--- config.mk ---
export PLATFORM = sky130hd
export DESIGN_NAME = frame_buffer_pool_allocator
export DESIGN_NICKNAME = d
export VERILOG_FILES = /design/src/rtl/core/fbpa_pkg.sv /design/src/rtl/core/frame_buffer_pool_allocator.sv /design/src/rtl/core/fbpa_entry_cmp.sv /design/src/rtl/core/fbpa_pool_store.sv
export VERILOG_INCLUDE_DIRS = /design/src /design/src/rtl/core
export SDC_FILE = /design/constraint.sdc
export NUM_CORES = 1
export LEC_CHECK = 0
export BUFFER_PORTS_ARGS = -buffer_cell sky130_fd_sc_hd__buf_4
export CORE_ASPECT_RATIO = 1.25
export CORE_MARGIN = 4
export CORE_UTILIZATION = 35
export CTS_CLUSTER_SIZE = 16
export DETAILED_ROUTE_END_ITERATION = 10
export PLACE_DENSITY = 0.49
export SYNTH_ARGS = -nofsm -noshare
export SYNTH_HDL_FRONTEND = slang
export SYNTH_SLANG_ARGS = --single-unit
--- constraint.sdc ---
create_clock -name clk -period 3.7 [get_ports clk]
set_input_delay 0.74 -clock clk [delete_from_list [all_inputs] [get_ports clk]]
set_output_delay 0.74 -clock clk [all_outputs]
set_load 0.1 [all_outputs]
--- src/rtl/core/assert_macros.svh ---
// Assertion macros shared by the frame buffer pool allocator RTL.
// Each macro expands to one labeled concurrent assertion clocked on clk.
`ifndef ASSERT_MACROS_SVH
`define ASSERT_MACROS_SVH

// Same-cycle implication, disabled while reset is asserted.
`define ASSERT_IMPLIES(label, clk, rst_n, ante, cons, msg) \
    label: assert property (@(posedge clk) disable iff (!rst_n) (ante) |-> (cons)) \
        else $error(msg);

// Next-cycle implication, disabled while reset is asserted.
`define ASSERT_NEXT(label, clk, rst_n, ante, cons, msg) \
    label: assert property (@(posedge clk) disable iff (!rst_n) (ante) |=> (cons)) \
        else $error(msg);

`endif

--- src/rtl/core/fbpa_pkg.sv ---
// Package for the frame buffer pool allocator: request and usage codes,
// sequencer states, tiers and the structs passed between modules. No dependencies.
`timescale 1ns / 1ps

package fbpa_pkg;

    // Default pool storage size and the largest active count the register allows.
    localparam int NUM_ENTRIES_DEF = 8;
    localparam int MAX_ACTIVE      = 8;

    // Field widths fixed by the interface.
    localparam int TAG_W  = 16;
    localparam int CNT_W  = 4;

    // Request kinds carried in tuser; code 3 means nothing.
    typedef enum logic [1:0] {
        REQ_GET  = 2'd0,
        REQ_PUT  = 2'd1,
        REQ_MARK = 2'd2
    } req_t;

    // Per-entry usage state.
    typedef enum logic [1:0] {
        USE_FREE = 2'd0,
        USE_CUR  = 2'd1,
        USE_PREP = 2'd2
    } usage_t;

    // Grant tiers reported with each get.
    typedef enum logic [1:0] {
        TIER_MATCH  = 2'd0,
        TIER_BLANK  = 2'd1,
        TIER_ANY    = 2'd2,
        TIER_FORCED = 2'd3
    } tier_t;

    // Sequencer states.
    typedef enum logic [2:0] {
        ST_IDLE,
        ST_SCAN,
        ST_DECIDE,
        ST_APPLY,
        ST_DONE
    } state_t;

    // Result of comparing one pool entry against a get request.
    typedef struct packed {
        logic is_free;
        logic tag_hit;
        logic blank;
    } cmp_flags_t;

    // Write controls into the pool store.
    typedef struct packed {
        logic   set_tag;
        logic   set_usage;
        logic   set_holds;
        usage_t usage_val;
        logic   holds_val;
    } pool_wr_t;

endpackage

--- src/rtl/core/frame_buffer_pool_allocator.sv ---
// Frame buffer pool allocator: one request in, one result out. A single compare
// unit walks the N active entries one per cycle (N is extra_buffers + 1, at most
// the pool size). A get passes through ST_SCAN and ST_DECIDE before m_tvalid
// rises, a put or mark through ST_APPLY, and m_tvalid rises in the cycle right
// after the transfer in of an unknown request. The block takes a new request
// only in ST_IDLE, entered once the previous result has been transferred out.
// Writing extra_buffers clears the whole pool at once.
// Depends on fbpa_pkg, fbpa_entry_cmp, fbpa_pool_store and assert_macros.svh.
`timescale 1ns / 1ps

`include "assert_macros.svh"

module frame_buffer_pool_allocator #(
    parameter int NUM_ENTRIES = fbpa_pkg::NUM_ENTRIES_DEF
) (
    input  logic        clk,
    input  logic        rst_n,
    // Request stream.
    input  logic        s_tvalid,
    output logic        s_tready,
    // [15:0] image_tag, [16] urgent, [19:17] entry_index, [20] filled_value
    input  logic [23:0] s_tdata,
    // [1:0] req_type
    input  logic [1:0]  s_tuser,
    // Result stream.
    output logic        m_tvalid,
    input  logic        m_tready,
    // [0] granted, [3:1] granted_entry, [4] is_device_buffer,
    // [6:5] grant_tier, [7] entry_filled
    output logic [7:0]  m_tdata,
    // Configuration port.
    input  logic        psel,
    input  logic        penable,
    input  logic        pwrite,
    input  logic [2:0]  paddr,
    input  logic [31:0] pwdata,
    output logic [31:0] prdata,
    output logic        pready
);
    import fbpa_pkg::*;

    localparam int DEPTH = (NUM_ENTRIES < MAX_ACTIVE) ? NUM_ENTRIES : MAX_ACTIVE;
    localparam int IDX_W = (DEPTH > 1) ? $clog2(DEPTH) : 1;

    // Configuration register.
    logic [2:0] extra_reg;
    logic       cfg_wr;

    assign pready = 1'b1;
    assign cfg_wr = psel && penable && pwrite && (paddr[2] == 1'b0);
    assign prdata = (paddr[2] == 1'b0) ? {29'd0, extra_reg} : 32'd0;

    always_ff @(posedge clk or negedge rst_n)
    begin
        if (!rst_n)
        begin
            extra_reg <= 3'd7;
        end
        else if (cfg_wr)
        begin
            extra_reg <= pwdata[2:0];
        end
    end

    // Active entry count and device buffer position.
    logic [CNT_W-1:0] ext_cnt;
    logic [CNT_W-1:0] act_cnt;
    logic [CNT_W-1:0] dev_pos;

    assign ext_cnt = {1'b0, extra_reg} + 4'd1;
    assign act_cnt = (ext_cnt > CNT_W'(DEPTH)) ? CNT_W'(DEPTH) : ext_cnt;
    assign dev_pos = act_cnt - 4'd1;

    // Latched request.
    logic [1:0]       req_reg;
    logic [TAG_W-1:0] tag_reg;
    logic             urg_reg;
    logic [2:0]       idx_reg;
    logic             fv_reg;

    // Scan counter and first-found candidates of each tier.
    logic [IDX_W-1:0] cnt_reg, cnt_next;
    logic             f0_reg, f0_next;
    logic [IDX_W-1:0] f0_idx_reg, f0_idx_next;
    logic             f0_fill_reg, f0_fill_next;
    logic             f1_reg, f1_next;
    logic [IDX_W-1:0] f1_idx_reg, f1_idx_next;
    logic             f2_reg, f2_next;
    logic [IDX_W-1:0] f2_idx_reg, f2_idx_next;

    // Result register.
    logic [7:0] res_reg, res_next;
    logic       res_load;

    state_t state_reg, state_next;

    logic accept;
    logic scan_last;
    logic idx_active;

    assign accept     = s_tvalid && s_tready;
    assign scan_last  = (CNT_W'(cnt_reg) == dev_pos);
    assign idx_active = ({1'b0, idx_reg} < act_cnt);

    // Pool store and compare unit.
    logic [IDX_W-1:0] rd_idx;
    logic [IDX_W-1:0] wr_idx;
    usage_t           rd_usage;
    logic [TAG_W-1:0] rd_tag;
    logic             rd_holds;
    pool_wr_t         wr;
    cmp_flags_t       flags;

    assign rd_idx = (state_reg == ST_SCAN) ? cnt_reg : idx_reg[IDX_W-1:0];

    fbpa_pool_store #(
        .DEPTH (DEPTH)
    ) u_store (
        .clk      (clk),
        .rst_n    (rst_n),
        .init     (cfg_wr),
        .init_cur (pwdata[2:0] == 3'd0),
        .rd_idx   (rd_idx),
        .rd_usage (rd_usage),
        .rd_tag   (rd_tag),
        .rd_holds (rd_holds),
        .wr_idx   (wr_idx),
        .wr       (wr),
        .wr_tag   (tag_reg)
    );

    fbpa_entry_cmp u_cmp (
        .entry_usage (rd_usage),
        .entry_tag   (rd_tag),
        .entry_holds (rd_holds),
        .want_tag    (tag_reg),
        .flags       (flags)
    );

    // Next-state logic.
    always_comb
    begin
        state_next = state_reg;
        unique case (state_reg)
            ST_IDLE:
            begin
                if (s_tvalid)
                begin
                    if (s_tuser == REQ_GET)
                    begin
                        state_next = ST_SCAN;
                    end
                    else if (s_tuser == REQ_PUT || s_tuser == REQ_MARK)
                    begin
                        state_next = ST_APPLY;
                    end
                    else
                    begin
                        state_next = ST_DONE;
                    end
                end
            end
            ST_SCAN:
            begin
                if (scan_last)
                begin
                    state_next = ST_DECIDE;
                end
            end
            ST_DECIDE:
            begin
                state_next = ST_DONE;
            end
            ST_APPLY:
            begin
                state_next = ST_DONE;
            end
            ST_DONE:
            begin
                if (m_tready)
                begin
                    state_next = ST_IDLE;
                end
            end
            default:
            begin
                state_next = ST_IDLE;
            end
        endcase
    end

    // Output and datapath control for each state.
    always_comb
    begin
        cnt_next     = cnt_reg;
        f0_next      = f0_reg;
        f0_idx_next  = f0_idx_reg;
        f0_fill_next = f0_fill_reg;
        f1_next      = f1_reg;
        f1_idx_next  = f1_idx_reg;
        f2_next      = f2_reg;
        f2_idx_next  = f2_idx_reg;
        res_next     = res_reg;
        res_load     = 1'b0;
        wr           = '0;
        wr.usage_val = USE_FREE;
        wr_idx       = idx_reg[IDX_W-1:0];
        s_tready     = 1'b0;
        m_tvalid     = 1'b0;
        unique case (state_reg)
            ST_IDLE:
            begin
                s_tready = 1'b1;
                cnt_next = '0;
                f0_next  = 1'b0;
                f1_next  = 1'b0;
                f2_next  = 1'b0;
                // An unknown request answers all zero right away.
                res_next = 8'd0;
                res_load = 1'b1;
            end
            ST_SCAN:
            begin
                // Keep the first hit of each tier as the walk goes up.
                if (flags.is_free && flags.tag_hit && !f0_reg)
                begin
                    f0_next      = 1'b1;
                    f0_idx_next  = cnt_reg;
                    f0_fill_next = ~flags.blank;
                end
                if (flags.is_free && flags.blank && !f1_reg)
                begin
                    f1_next     = 1'b1;
                    f1_idx_next = cnt_reg;
                end
                if (flags.is_free && !f2_reg)
                begin
                    f2_next     = 1'b1;
                    f2_idx_next = cnt_reg;
                end
                cnt_next = cnt_reg + 1'b1;
            end
            ST_DECIDE:
            begin
                res_load         = 1'b1;
                res_next         = 8'd0;
                wr.set_tag       = 1'b1;
                wr.set_usage     = 1'b1;
                wr.usage_val     = urg_reg ? USE_CUR : USE_PREP;
                if (f0_reg)
                begin
                    wr_idx       = f0_idx_reg;
                    res_next[6:5] = TIER_MATCH;
                    res_next[7]   = f0_fill_reg;
                end
                else if (f1_reg)
                begin
                    wr_idx        = f1_idx_reg;
                    res_next[6:5] = TIER_BLANK;
                end
                else if (f2_reg)
                begin
                    wr_idx        = f2_idx_reg;
                    wr.set_holds  = 1'b1;
                    res_next[6:5] = TIER_ANY;
                end
                else
                begin
                    // Nothing free: take entry 0 by force when urgent.
                    wr_idx        = '0;
                    wr.set_holds  = urg_reg;
                    wr.set_tag    = urg_reg;
                    wr.set_usage  = urg_reg;
                    res_next[6:5] = urg_reg ? TIER_FORCED : TIER_MATCH;
                end
                wr.holds_val = 1'b0;
                if (f0_reg || f1_reg || f2_reg || urg_reg)
                begin
                    res_next[0]   = 1'b1;
                    res_next[3:1] = 3'(wr_idx);
                    res_next[4]   = (CNT_W'(wr_idx) == dev_pos);
                end
            end
            ST_APPLY:
            begin
                res_load      = 1'b1;
                res_next      = 8'd0;
                res_next[3:1] = idx_reg;
                if (idx_active)
                begin
                    res_next[0] = 1'b1;
                    res_next[4] = ({1'b0, idx_reg} == dev_pos);
                    if (req_reg == REQ_PUT)
                    begin
                        wr.set_usage = 1'b1;
                        wr.usage_val = USE_FREE;
                        res_next[7]  = rd_holds;
                    end
                    else
                    begin
                        wr.set_holds = 1'b1;
                        wr.holds_val = fv_reg;
                        res_next[7]  = fv_reg;
                    end
                end
            end
            ST_DONE:
            begin
                m_tvalid = 1'b1;
            end
            default:
            begin
                s_tready = 1'b0;
            end
        endcase
    end

    // Control registers.
    always_ff @(posedge clk or negedge rst_n)
    begin
        if (!rst_n)
        begin
            state_reg <= ST_IDLE;
            f0_reg    <= 1'b0;
            f1_reg    <= 1'b0;
            f2_reg    <= 1'b0;
            cnt_reg   <= '0;
        end
        else
        begin
            state_reg <= state_next;
            f0_reg    <= f0_next;
            f1_reg    <= f1_next;
            f2_reg    <= f2_next;
            cnt_reg   <= cnt_next;
        end
    end

    // Payload registers.
    always_ff @(posedge clk)
    begin
        if (accept)
        begin
            req_reg <= s_tuser;
            tag_reg <= s_tdata[15:0];
            urg_reg <= s_tdata[16];
            idx_reg <= s_tdata[19:17];
            fv_reg  <= s_tdata[20];
        end
        if (res_load)
        begin
            res_reg <= res_next;
        end
        f0_idx_reg  <= f0_idx_next;
        f0_fill_reg <= f0_fill_next;
        f1_idx_reg  <= f1_idx_next;
        f2_idx_reg  <= f2_idx_next;
    end

    assign m_tdata = res_reg;

    // Checks on the sequencing and the result encoding.
    `ASSERT_IMPLIES(a_one_at_a_time, clk, rst_n, m_tvalid, !s_tready,
                    "input taken while result pending")
    `ASSERT_NEXT(a_busy_after_take, clk, rst_n, s_tvalid && s_tready, !s_tready,
                 "ready right after transfer")
    `ASSERT_IMPLIES(a_refused_clean, clk, rst_n, m_tvalid && !m_tdata[0],
                    m_tdata[7:4] == 4'd0, "refused result not clean")
    `ASSERT_IMPLIES(a_forced_urgent, clk, rst_n, m_tvalid && m_tdata[6:5] == TIER_FORCED,
                    urg_reg && m_tdata[3:1] == 3'd0, "forced grant without urgency")

endmodule

--- src/rtl/core/fbpa_entry_cmp.sv ---
// Shared compare unit of the allocator: checks one pool entry per cycle
// against the wanted tag. Depends on fbpa_pkg.
`timescale 1ns / 1ps

module fbpa_entry_cmp (
    input  fbpa_pkg::usage_t     entry_usage,
    input  logic [15:0]          entry_tag,
    input  logic                 entry_holds,
    input  logic [15:0]          want_tag,
    output fbpa_pkg::cmp_flags_t flags
);
    import fbpa_pkg::*;

    // One tag compare plus the free and blank tests.
    always_comb
    begin
        flags.is_free = (entry_usage == USE_FREE);
        flags.tag_hit = (entry_tag == want_tag);
        flags.blank   = ~entry_holds;
    end

endmodule

--- src/rtl/core/fbpa_pool_store.sv ---
// Pool entry store: tag, usage and filled flag per entry, one read port and
// one write port, cleared by reset or by a reinitialize pulse. Depends on fbpa_pkg.
`timescale 1ns / 1ps

module fbpa_pool_store #(
    parameter int DEPTH = fbpa_pkg::NUM_ENTRIES_DEF
) (
    input  logic                                         clk,
    input  logic                                         rst_n,
    input  logic                                         init,
    input  logic                                         init_cur,
    input  logic [((DEPTH > 1) ? $clog2(DEPTH) : 1)-1:0] rd_idx,
    output fbpa_pkg::usage_t                             rd_usage,
    output logic [15:0]                                  rd_tag,
    output logic                                         rd_holds,
    input  logic [((DEPTH > 1) ? $clog2(DEPTH) : 1)-1:0] wr_idx,
    input  fbpa_pkg::pool_wr_t                           wr,
    input  logic [15:0]                                  wr_tag
);
    import fbpa_pkg::*;

    logic [TAG_W-1:0] tag_reg   [DEPTH];
    usage_t           usage_reg [DEPTH];
    logic             holds_reg [DEPTH];

    // Entry storage; reset and reinitialize clear every entry at once.
    always_ff @(posedge clk or negedge rst_n)
    begin
        if (!rst_n)
        begin
            for (int i = 0; i < DEPTH; i++)
            begin
                tag_reg[i]   <= '0;
                usage_reg[i] <= USE_FREE;
                holds_reg[i] <= 1'b0;
            end
        end
        else if (init)
        begin
            for (int i = 0; i < DEPTH; i++)
            begin
                tag_reg[i]   <= '0;
                usage_reg[i] <= USE_FREE;
                holds_reg[i] <= 1'b0;
            end
            // A pool with only the device buffer starts with it in current use.
            if (init_cur)
            begin
                usage_reg[0] <= USE_CUR;
            end
        end
        else
        begin
            if (wr.set_tag)
            begin
                tag_reg[wr_idx] <= wr_tag;
            end
            if (wr.set_usage)
            begin
                usage_reg[wr_idx] <= wr.usage_val;
            end
            if (wr.set_holds)
            begin
                holds_reg[wr_idx] <= wr.holds_val;
            end
        end
    end

    // Single read port.
    assign rd_usage = usage_reg[rd_idx];
    assign rd_tag   = tag_reg[rd_idx];
    assign rd_holds = holds_reg[rd_idx];

endmodule

==> results.py <==
metrics = {
    "placement": {
        "dp.cells": 1426,
        "dp_hpwl_um": 21600,
        "gp_congestion": 0.799,
        "post_dp_cell_area_sq_um": 11200,
        "place_ws_ns": 0.173,
        "io_buffers": 46,
    },
    "synthesis": {
        "netlist_area_sq_um": 10200,
        "synth_area_per_cell_sq_um": 10.2,
        "synth.area.top_cells": "dfrtp_1 (40%), edfxtp_1 (12%), nand2_1 (6.1%), o21ai_0 (5.9%), a22o_1 (5.6%)",
        "syn_inst": 995,
        "synth-edff-count": 41,
        "yosys-top-cells-count": "nand2_1 (166), dfrtp_1 (161), o21ai_0 (121), a22o_1 (65), clkbuf_1 (48)",
        "synth_top_area_share_pct": 39.5,
        "yosys.cell_types.count": 65,
        "yosys.area.top_type": "dfrtp_1",
        "yosysSeqAreaShare_pct": 52.4,
        "ys.flop_type": "dfrtp_1",
        "synthMostInstantiatedCell": "nand2_1",
        "ys_async_sr_fraction_pct": 80.0,
        "ys_warn_count": 0,
        "synth_seq_cells": 205,
    },
    "drt": {
        "drtIter0Drc": 609,
        "routed_wl_um": 33000,
        "num_vias": 7937,
        "drt_first_pass_iters": 5,
        "ant_nets": 0,
        "avgRoutedWirePerCell_um": 22.4,
        "via_per_inst": 5.40,
        "drc_errors": 0,
    },
    "final_layout": {
        "stdcell_area_sq_um": 12000,
        "syn2layout_area_growth_pct": 17.8,
        "diodes": 0,
        "instances_no_fill": 1470,
        "drive_gt1_share_pct": 16.9,
        "nFillCells": 2781,
        "fin_nets": 1138,
        "fin_util_pct": 42.0,
        "largest_reg_flops": 128,
    },
    "critical_path": {
        "startpoint": "state_reg[2]$_DFFE_PN0P_",
        "required_ns": 3.93,
        "arrival_ns": 3.78,
        "rr_worst_depth": 10,
        "r2r_slack_ns": 0.15,
        "path_max_fanout": 22,
        "end_kind": "register",
        "worst_setup_path_start_kind": "register",
        "timing.rr.start": "state_reg[2]$_DFFE_PN0P_",
        "r2r_end": "f0_idx_reg[0]$_DFFE_PP_",
        "path_class": "reg2reg",
    },
    "timing": {
        "timing.fmax_ghz": 0.282,
        "rsz0062_at_grt": "false",
        "setup_ws_ns": 0.150,
        "finalSetupTns_ns": 0,
        "drv_slew": 0,
        "fin_crit_ns": 3.55,
        "setup_viol": 0,
        "hold_ws_ns": 0.254,
        "tightest_slew_ns": 1.26,
        "relSlewSlack_pct": 16.3,
        "hold_viol_final": 0,
        "skew_ns": 0.0108,
        "timing.final.crit_share_pct": 95.9,
    },
    "die": {
        "dieWidth_um": 161,
        "ios": 111,
        "start_util_pct": 35.7,
        "die_h_um": 199,
        "row_count": 69,
        "core_sq_um": 28600,
        "die-area_sq_um": 31900,
    },
    "global_route": {
        "grt.busiest_layer": "met2",
        "grt_use_met3_pct": 3.07,
        "overflow": 0,
        "grt_pass1_wl_um": 50700,
        "met2_usage_pct": 35.5,
        "antenna_found_initial": 0,
        "grt_usage_pct": 20.7,
        "use_met1_pct": 26.8,
        "grt_start_max_net_pins": 71,
        "grt_pass1_vias": 8106,
    },
    "power_and_ir_drop": {
        "vdd_ir_drop_max_uv": 344,
        "p_leak_nw": 5.24,
        "power_density_nw_per_um2": 855,
        "power_mw": 10.3,
    },
    "clock_network": {
        "numCtsBuffers": 24,
        "cts_hold_buffers": 0,
        "cts.sinks": 205,
        "cts-resized-gates": 0,
        "htree_levels": 1,
        "ctsRootBufferMaster": "clkbuf_16",
        "post_cts_buffers": 0,
        "cts_tree": "yes",
        "clk_latency_ns": 0.52,
        "clockBufferDepth": 3,
        "clk_pin_slew_ns": 0.05,
    },
    "worst_hold_path": {
        "hp-class": "in2async",
    },
    "job": {
        "drv_cap": 0,
    },
    "status": {
        "status": "finished clean",
    },
}
placed cells by master (no fill, tap or decap), types with 6 or more instances in the layout:
| cell type | count |
|---|---|
| nand2_1 | 166 |
| dfrtp_1 | 161 |
| o21ai_0 | 121 |
| buf_4 | 105 |
| a22o_1 | 65 |
| edfxtp_1 | 41 |
| nor2_1 | 38 |
| a21oi_1 | 31 |
| mux2i_1 | 30 |
| conb_1 | 30 |
| clkbuf_16 | 25 |
| nand3_1 | 24 |
| inv_1 | 16 |
| nor3_1 | 16 |
| and2_1 | 15 |
| mux4_2 | 14 |
| xnor2_1 | 13 |
| a211oi_1 | 11 |
| nor2b_1 | 9 |
| xor2_1 | 9 |
| and3_1 | 8 |
| ha_1 | 8 |
| nand2b_1 | 6 |
| nand4_1 | 6 |
| clkinv_2 | 6 |
| buf_12 | 6 |
metal layers:
| layer | part of all wire (%) | routed length [um] |
|---|---|---|
| met2 | 49 | 16000 |
| met1 | 43 | 14000 |
| met4 | 3.6 | 1190 |
| met5 | 0 | 0 |
| met3 | 5.2 | 1720 |
report_power, final:
part / leakage (nW) / switching, mW / internal, mW / total (mW)
clock network: 0.406 / 0.953 / 1.47 / 2.43
registers: 2.62 / 0.489 / 3.13 / 3.62
logic: 2.21 / 2.69 / 1.53 / 4.22
worst max-delay path, stage by stage (launching register included):
cell	delay [ns]
dfrtp_1	0.36
or3b_1	0.43
buf_12	0.19
mux2_4	0.42
mux2i_1	0.25
a32oi_1	0.11
a31o_1	0.27
a2111oi_2	0.46
nand4_1	0.23
nor4_2	0.32
buf_4	0.20
kinds of logic (layout without fill, tap and decap cells):
family | Yosys count | count (layout) | synth area share [%]
other | 2 | 30 | 0.0737
xor gates and xnor gates | 22 | 22 | 1.89
AOI/OAI and AO/OA | 274 | 274 | 17.7
buffers and inverters | 115 | 172 | 5.64
DFF | 205 | 205 | 52.4
adders and majority gates | 8 | 8 | 0.982
muxes | 51 | 51 | 6.88
and+or+nand+nor | 318 | 318 | 14.4
worst max-delay path by stage:
stage | depth (start not counted) | end
finish | 10 | f0_idx_reg[0]$_DFFE_PP_
global route | 10 | f0_fill_reg$_DFFE_PP_
CTS | 10 | f0_fill_reg$_DFFE_PP_
floorplan | 2 | m_tvalid
global placement | 10 | f0_fill_reg$_DFFE_PP_
detailed placement | 10 | f0_fill_reg$_DFFE_PP_
layout make-up:
type | instances | area, sq um | area share [%]
sequential | 205 | 5340 | 44.5
multi-input combinational | 703 | 4390 | 36.6
tap | 390 | 488 | 4.06
inverter | 16 | 60.1 | 0.500
timing repair buffer | 112 | 920 | 7.66
clock buffer | 35 | 713 | 5.94
clock inverter | 9 | 96.3 | 0.802
No activity file was read; power rests on OpenSTA's default activity.
